File: config.mk
export PLATFORM = sky130hd
export DESIGN_NAME = ordered_array_insert_remove
export DESIGN_NICKNAME = d
export VERILOG_FILES = /design/src/rtl/core/oair_pkg.sv /design/src/rtl/core/oair_cell.sv /design/src/rtl/core/ordered_array_insert_remove.sv
export SDC_FILE = /design/constraint.sdc
export NUM_CORES = 1
export LEC_CHECK = 0
export ABC_AREA = 0
export BUFFER_PORTS_ARGS = -buffer_cell sky130_fd_sc_hd__buf_4
export CAP_MARGIN = 0
export CORE_UTILIZATION = 45
export CTS_CLUSTER_DIAMETER = 200
export DETAILED_ROUTE_END_ITERATION = 10
export GPL_TIMING_DRIVEN = 0
export REMOVE_ABC_BUFFERS = 1
export SLEW_MARGIN = 30
export SYNTH_ARGS = -nofsm -noshare
export SYNTH_HDL_FRONTEND = slang
export SYNTH_SLANG_ARGS = --single-unit
File: constraint.sdc
create_clock -name clk_i -period 5.4 [get_ports clk_i]
set_input_delay 0.27 -clock clk_i [delete_from_list [all_inputs] [get_ports clk_i]]
set_output_delay 0.27 -clock clk_i [all_outputs]
set_load 0.02 [all_outputs]
File: src/rtl/core/oair_pkg.sv
`timescale 1ns / 1ps
// ----------------------------------------------------------------------------
// oair_pkg
// Shared types and codes for the ordered array insert/remove block.
// ----------------------------------------------------------------------------
package oair_pkg;

  localparam int unsigned VAL_W = 32;
  // position compare width, covers counts up to 256
  localparam int unsigned POS_W = 9;

  typedef enum logic [2:0] {
    MODE_PUSH   = 3'd0,
    MODE_POP    = 3'd1,
    MODE_INSERT = 3'd2,
    MODE_REMOVE = 3'd3,
    MODE_READ   = 3'd4
  } mode_e;

  typedef enum logic [1:0] {
    ST_OK    = 2'd0,
    ST_FULL  = 2'd1,
    ST_EMPTY = 2'd2,
    ST_RANGE = 2'd3
  } status_e;

  // broadcast to every cell of the chain
  typedef struct packed {
    logic             ins;     // open a slot at wr_pos, shift up above it
    logic             rem;     // close the slot at rd_pos, shift down above it
    logic [POS_W-1:0] wr_pos;
    logic             rd_en;
    logic [POS_W-1:0] rd_pos;
  } cell_ctrl_t;

endpackage

File: src/rtl/core/oair_cell.sv
`timescale 1ns / 1ps
// ----------------------------------------------------------------------------
// oair_cell
// One slot of the element chain: loads the new value, takes its lower or
// upper neighbor, or holds, and drives its element onto the read bus.
// ----------------------------------------------------------------------------
module oair_cell
  import oair_pkg::*;
#(
  parameter int unsigned IDX = 0
) (
  input  logic                    clk_i,
  input  cell_ctrl_t              ctrl_i,
  input  logic signed [VAL_W-1:0] value_i,
  input  logic signed [VAL_W-1:0] left_i,
  input  logic signed [VAL_W-1:0] right_i,
  output logic signed [VAL_W-1:0] elem_o,
  output logic signed [VAL_W-1:0] rd_o
);

  localparam logic [POS_W-1:0] MyIdx = POS_W'(IDX);

  logic signed [VAL_W-1:0] elem_q;
  logic signed [VAL_W-1:0] elem_d;

  always_comb begin
    elem_d = elem_q;
    if (ctrl_i.ins) begin
      if (MyIdx == ctrl_i.wr_pos) begin
        elem_d = value_i;
      end else if (MyIdx > ctrl_i.wr_pos) begin
        elem_d = left_i;
      end
    end else if (ctrl_i.rem) begin
      if (MyIdx >= ctrl_i.rd_pos) begin
        elem_d = right_i;
      end
    end
  end

  always_ff @(posedge clk_i) begin
    elem_q <= elem_d;
  end

  assign elem_o = elem_q;
  // zero unless this slot is the one being read
  assign rd_o   = (ctrl_i.rd_en && (MyIdx == ctrl_i.rd_pos)) ? elem_q : '0;

endmodule

File: src/rtl/core/ordered_array_insert_remove.sv
`timescale 1ns / 1ps
// ----------------------------------------------------------------------------
// ordered_array_insert_remove
// Ordered array of signed values with push, pop, insert, remove and read.
// ----------------------------------------------------------------------------
// Usage:
//   Input channel (in_valid_i / in_stall_o) carries one operation per item:
//   mode_i, position_i and item_value_i. Output channel (out_valid_o /
//   out_stall_i) returns one result item per input item: out_value_o,
//   count_o (elements stored afterwards) and status_o.
//   The elements live in a row of CAPACITY cells; an insert or remove moves
//   every affected cell one place at once, and the read value is
//   gathered from the cells over an or-bus.
//   Result: registered, it appears in the cycle after the item is accepted.
//   Throughput: one item per cycle while no result waits under out_stall_i,
//   set by the cell shift and the output register.
//   Stall: while a result waits under out_stall_i, in_stall_o is raised and
//   the array holds its contents; it drops as soon as the result is taken.
//   Reset: clears the count and the output valid; element storage is not
//   cleared and is only ever read below the count.
// ----------------------------------------------------------------------------
module ordered_array_insert_remove
  import oair_pkg::*;
#(
  parameter int unsigned CAPACITY = 16
) (
  input  logic                    clk_i,
  input  logic                    rst_ni,
  input  logic                    in_valid_i,
  output logic                    in_stall_o,
  input  logic [2:0]              mode_i,
  input  logic [7:0]              position_i,
  input  logic signed [VAL_W-1:0] item_value_i,
  output logic                    out_valid_o,
  input  logic                    out_stall_i,
  output logic signed [VAL_W-1:0] out_value_o,
  output logic [4:0]              count_o,
  output logic [1:0]              status_o
);

  localparam int unsigned CW = $clog2(CAPACITY + 1);
  localparam logic [CW-1:0] CapCnt = CW'(CAPACITY);

  logic                    in_acc;
  logic [CW-1:0]           fill_q;
  logic [CW-1:0]           fill_d;
  logic                    out_valid_q;
  logic                    out_valid_d;
  logic signed [VAL_W-1:0] out_value_q;
  logic [4:0]              count_q;
  status_e                 status_q;
  status_e                 status_d;
  logic signed [VAL_W-1:0] rd_val;
  cell_ctrl_t              ctrl;
  logic                    ins;
  logic                    rem;
  logic [POS_W-1:0]        pos_ext;
  logic [POS_W-1:0]        cnt_ext;
  logic                    full;
  logic                    empty;

  logic signed [VAL_W-1:0] elem   [CAPACITY];
  logic signed [VAL_W-1:0] rd_bus [CAPACITY];

  assign in_stall_o = out_valid_q && out_stall_i;
  assign in_acc     = in_valid_i && !in_stall_o;

  assign pos_ext = POS_W'(position_i);
  assign cnt_ext = POS_W'(fill_q);
  assign full    = (fill_q == CapCnt);
  assign empty   = (fill_q == '0);

  always_comb begin
    ins          = 1'b0;
    rem          = 1'b0;
    fill_d       = fill_q;
    status_d     = ST_OK;
    ctrl.wr_pos  = cnt_ext;
    ctrl.rd_en   = 1'b0;
    ctrl.rd_pos  = pos_ext;
    case (mode_e'(mode_i))
      MODE_PUSH: begin
        if (full) begin
          status_d = ST_FULL;
        end else begin
          ins    = 1'b1;
          fill_d = fill_q + CW'(1);
        end
      end
      MODE_POP: begin
        if (empty) begin
          status_d = ST_EMPTY;
        end else begin
          ctrl.rd_en  = 1'b1;
          ctrl.rd_pos = cnt_ext - POS_W'(1);
          fill_d      = fill_q - CW'(1);
        end
      end
      MODE_INSERT: begin
        if (full) begin
          status_d = ST_FULL;
        end else begin
          ins    = 1'b1;
          // past the end turns into an append
          if (pos_ext < cnt_ext) begin
            ctrl.wr_pos = pos_ext;
          end
          fill_d = fill_q + CW'(1);
        end
      end
      MODE_REMOVE: begin
        if (empty) begin
          status_d = ST_EMPTY;
        end else if (pos_ext >= cnt_ext) begin
          status_d = ST_RANGE;
        end else begin
          rem        = 1'b1;
          ctrl.rd_en = 1'b1;
          fill_d     = fill_q - CW'(1);
        end
      end
      MODE_READ: begin
        if (empty) begin
          status_d = ST_EMPTY;
        end else if (pos_ext >= cnt_ext) begin
          status_d = ST_RANGE;
        end else begin
          ctrl.rd_en = 1'b1;
        end
      end
      default: begin
      end
    endcase
    ctrl.ins = ins && in_acc;
    ctrl.rem = rem && in_acc;
  end

  for (genvar g = 0; g < CAPACITY; g++) begin : g_cell
    logic signed [VAL_W-1:0] left_v;
    logic signed [VAL_W-1:0] right_v;
    if (g == 0) begin : g_first
      assign left_v = item_value_i;
    end else begin : g_mid
      assign left_v = elem[g-1];
    end
    if (g == CAPACITY - 1) begin : g_last
      assign right_v = elem[g];
    end else begin : g_inner
      assign right_v = elem[g+1];
    end
    oair_cell #(
      .IDX(g)
    ) u_cell (
      .clk_i  (clk_i),
      .ctrl_i (ctrl),
      .value_i(item_value_i),
      .left_i (left_v),
      .right_i(right_v),
      .elem_o (elem[g]),
      .rd_o   (rd_bus[g])
    );
  end

  // at most one cell drives a nonzero value
  always_comb begin
    rd_val = '0;
    for (int i = 0; i < CAPACITY; i++) begin
      rd_val = rd_val | rd_bus[i];
    end
  end

  assign out_valid_d = in_acc ? 1'b1 : (out_valid_q && out_stall_i);

  always_ff @(posedge clk_i or negedge rst_ni) begin
    if (!rst_ni) begin
      fill_q      <= '0;
      out_valid_q <= 1'b0;
    end else begin
      out_valid_q <= out_valid_d;
      if (in_acc) begin
        fill_q <= fill_d;
      end
    end
  end

  always_ff @(posedge clk_i) begin
    if (in_acc) begin
      out_value_q <= rd_val;
      count_q     <= 5'(fill_d);
      status_q    <= status_d;
    end
  end

  assign out_valid_o = out_valid_q;
  assign out_value_o = out_value_q;
  assign count_o     = count_q;
  assign status_o    = status_q;

  a_fill_bound : assert property (@(posedge clk_i) disable iff (!rst_ni)
    fill_q <= CapCnt)
    else $error("fill count beyond capacity");

  a_push_grows : assert property (@(posedge clk_i) disable iff (!rst_ni)
    in_acc && (mode_i == MODE_PUSH) && !full |=> fill_q == $past(fill_q) + CW'(1))
    else $error("push did not grow the count");

  a_full_status : assert property (@(posedge clk_i) disable iff (!rst_ni)
    out_valid_q && (status_q == ST_FULL) |-> full)
    else $error("full status reported while not full");

  a_err_zero : assert property (@(posedge clk_i) disable iff (!rst_ni)
    out_valid_q && (status_q != ST_OK) |-> out_value_q == '0)
    else $error("error result carries a value");

  a_stall_held : assert property (@(posedge clk_i) disable iff (!rst_ni)
    in_stall_o |=> $stable(fill_q) || !$past(in_stall_o))
    else $error("array changed while stalled");

endmodule
==> results list <==
- Synthesized flop and latch total: 557
- The number of clock buffers added by TritonCTS is 61.
* Tightest Hold Check Type: input port to flop
* Routability congestion estimate from global placement: 0.863
* Die Wd: roughly 270 µm
* Setup Crit Path Kind: flop to flop
- Slew at the pin closest to its max-slew limit: 1010 ps
- Across all layers, the routed design uses about 27000 vias.
* H-Tree Depth: 2
* Utilization after layout: 54.8%
- Overall die height: around 270 µm
* Via density per instance: 6.68
- Clock tree synthesis selected as its root buffer the cell sky130_fd_sc_hd__clkbuf_16.
- In the final layout, the share of cells above drive strength 1 is between 10% and 20%.
- In this run, distinct cell masters in the synthesized netlist total 81.
* Post-route non-filler standard cell count: 4084
- Placed instance area: 35800 µm²
- Area of the placeable core: 69100 µm²
- Setup violations remaining at the end of the flow were counted as 0.
* Clock Tree Buf Depth: 3
- The design draws 11.5 mW.
- In the post-synthesis netlist, the biggest area contributors are sky130_fd_sc_hd__edfxtp_1 52%, sky130_fd_sc_hd__mux2i_1 12%, sky130_fd_sc_hd__nand2_1 7.3%.
- Detailed placement ended at an HPWL of 85200 µm.
- For the worst-skew pair, the clock arrives at the later sink with an insertion delay of 650 ps.
- Traced cell by cell, the critical path runs through inv_1 > ha_1 > and3_1 > o21ai_1 > a31oi_1 > nor4b_2 > buf_2 > nand2_1 > nor2_4 > buf_16 > nor3_1 > nor3_2 > buf_4 > buf_4 > buf_4.
- Final standard cell area without fillers: 37800 µm²
* Min Hold Slack: 41.3 ps
- After detailed placement, the design holds a cell count of approximately 4000.
- Of the synthesized area, sequential elements account for 52.7%.
* First-iteration detailed-routing DRC count: ~4500
- TritonCTS built the clock tree.
- The initial antenna violation count came to 3.
* Setup WS post-layout: around 200 ps
* Per-instance average area after synthesis: 10.5 µm²
* Routed Antenna Nets: 0
* Largest fanout of any net on the critical path: 15
* Clock transition at path regs: 60 ps
- After detailed routing, the total wire length is about 120000 µm.
* Number of max-slew violations in the final report: 0
* Die area: just over 70000 µm²
- Setup repair after global routing left no endpoint under its margin.
- For this run, the detailed router's first-pass iteration total came to 8.
- The clock net in this run drives a total of 557 sinks.
* Synthesis-to-layout area growth: 19.5%
- Synthesis Warnings: 0
* Routed wire length per instance: ~30 µm
* Largest net degree at the start of global routing: between 70 and 80
* Synth Flop Type: sky130_fd_sc_hd__edfxtp_1
- Via count of the first global-routing pass: between 20000 and 30000
- Worst path max stage delay: around 720 ps
- Post-route DRC violation count: 0
- The routed design could run at a clock period as short as between 5000 and 6000 ps.
* Port-buffer cells: 87
- Fraction of synthesized cell area taken by the top area cell type: 52.3%
- Worst slack after detailed placement: -202 ps
- Yosys mapped a number of flops with a built-in enable equal to 551.
- The most numerous cell type found on the critical path is sky130_fd_sc_hd__buf_4.
- STA classifies the critical path endpoint as a flop.
* Accumulated negative setup slack: 0 ps
- STA puts the critical path data arrival time at 5540 ps.
- The worst pin sits at a relative slew slack of between 30% and 40%.
- The tool flagged a number of max-cap violations equal to 0.
- For the final database, setup skew stands at 17.7 ps.
- Critical path launch point type: flop
- Total GRT Usage: between 30% and 40%
- Most frequent cells after synthesis: 613 x sky130_fd_sc_hd__nand2_1, 551 x sky130_fd_sc_hd__edfxtp_1, 393 x sky130_fd_sc_hd__mux2i_1
* Total Nets Final: about 3200
- The run finished with clean final reports.
- After global routing the overflow that remains totals 0.
* Peak VDD IR: roughly 0.21 mV
- In the post-synthesis netlist, the cell with the most instances is sky130_fd_sc_hd__nand2_1.
- After floorplanning, the core was divided into 96 placement rows.
- Dividing the final minimum period by the clock period gives a little over nine tenths.
* Maximum clock frequency: between 0.15 and 0.2 GHz
* Ys async rst share: 1.08%
* First-pass GRT wire length: 176000 µm
* CP max stage cell: sky130_fd_sc_hd__dfrtp_1
- Boundary Pins: 88
* Power density cells: approximately 300 nW/µm²
- The cell count after synthesis came out at 3021.
* Final Hold Violating Endpoints: 0
- Cell leakage power: roughly 13 nW
* Initial core utilization: 45.8%
* Post-Syn Area: between 30000 and 40000 µm²
* Post-synthesis cell type with the largest combined area: sky130_fd_sc_hd__edfxtp_1
* Data required time of the critical path: 5750 ps
## state kept, by name, indices dropped and copies added, names as in the netlist
signal / cells
count_o: 5
fill_q: 5
g_cell.u_cell.elem_o: 512
out_valid_o: 1
out_value_o: 32
status_o: 2
## placed cells by master, fill, tap and decap left out, types with 61 or more instances in the layout
| master | instances |
|---|---|
| sky130_fd_sc_hd__o21ai_0 | 137 |
| sky130_fd_sc_hd__buf_16 | 66 |
| sky130_fd_sc_hd__nand2_1 | 609 |
| sky130_fd_sc_hd__nor2_1 | 112 |
| sky130_fd_sc_hd__o21ai_1 | 257 |
| sky130_fd_sc_hd__mux2i_1 | 392 |
| sky130_fd_sc_hd__a22oi_1 | 111 |
| sky130_fd_sc_hd__buf_4 | 150 |
| sky130_fd_sc_hd__a22o_1 | 61 |
| sky130_fd_sc_hd__edfxtp_1 | 551 |
| sky130_fd_sc_hd__clkbuf_16 | 62 |
| sky130_fd_sc_hd__a21oi_1 | 145 |
## layout make-up
class | count | area (µm²)
Antenna cell | 3 | 7.51
Inverter | 9 | 38.8
Timing Repair Buffer | 282 | 3830
Tap cell | 931 | 1160
Clock buffer | 80 | 1650
Fill cell | 5819 | 31200
Clock inverter | 32 | 255
Multi-Input combinational cell | 2190 | 14200
Sequential cell | 557 | 16700
## worst max-delay path, delay by kind of cell, from the launching register on
family	cells	cell delay, ps
buffers and inverters	6	1530
flip-flops	1	720
adder cells (fa/ha/maj)	1	350
AO/OA/AOI/OAI	2	500
AND/OR/NAND/NOR	6	1810
## cells by family after synthesis
| kind of cell | after synthesis | synth area share, % |
|---|---|---|
| AND/OR/NAND/NOR | 880 | 11.8 |
| AO/OA/AOI/OAI | 867 | 17.0 |
| flip-flops | 557 | 52.7 |
| multiplexers | 431 | 14.2 |
| buffers and inverters | 274 | 3.93 |
| adder cells (fa/ha/maj) | 7 | 0.277 |
| XOR/XNOR | 5 | 0.138 |
## where the power goes
part           switching (mW)  internal (mW)
Sequential              0.119           4.86
Clock                    1.80           2.32
Combinational            1.57          0.830
Total                    3.50           8.01
## final timing paths
kind / start / endpoint / slack, ps / depth (start not counted)
setup / recovery: fill_q[2] / g_cell[4].u_cell.elem_o[3] / 200 / 15
hold / removal: item_value_i[5] / g_cell[0].u_cell.elem_o[5] / 40 / 3
setup reg to reg: fill_q[2] / g_cell[4].u_cell.elem_o[3] / 200 / 15
hold reg to reg: g_cell[15].u_cell.elem_o[23] / g_cell[14].u_cell.elem_o[23] / 560 / 2
max in group asynchronous: rst_ni / fill_q[1] / 4540 / 3
min in group asynchronous: rst_ni / fill_q[4] / 600 / 3
## per-layer routing
layer,share of wire [%],wire length [µm],global-route usage (%)
met4,5.4,6580,15.3
met5,0,0,0
met2,41,49900,47.6
met3,14,17200,9.37
met1,40,48200,47.6
## timing repair
item                       CTS  global route
resized for setup            1             2
pin swaps                    1             0
setup endpoints to repair   22            28
hold buffers                 4             0
setup buffers                1             5
hold endpoints to repair     7             0
(Power assumes the default switching activity.)
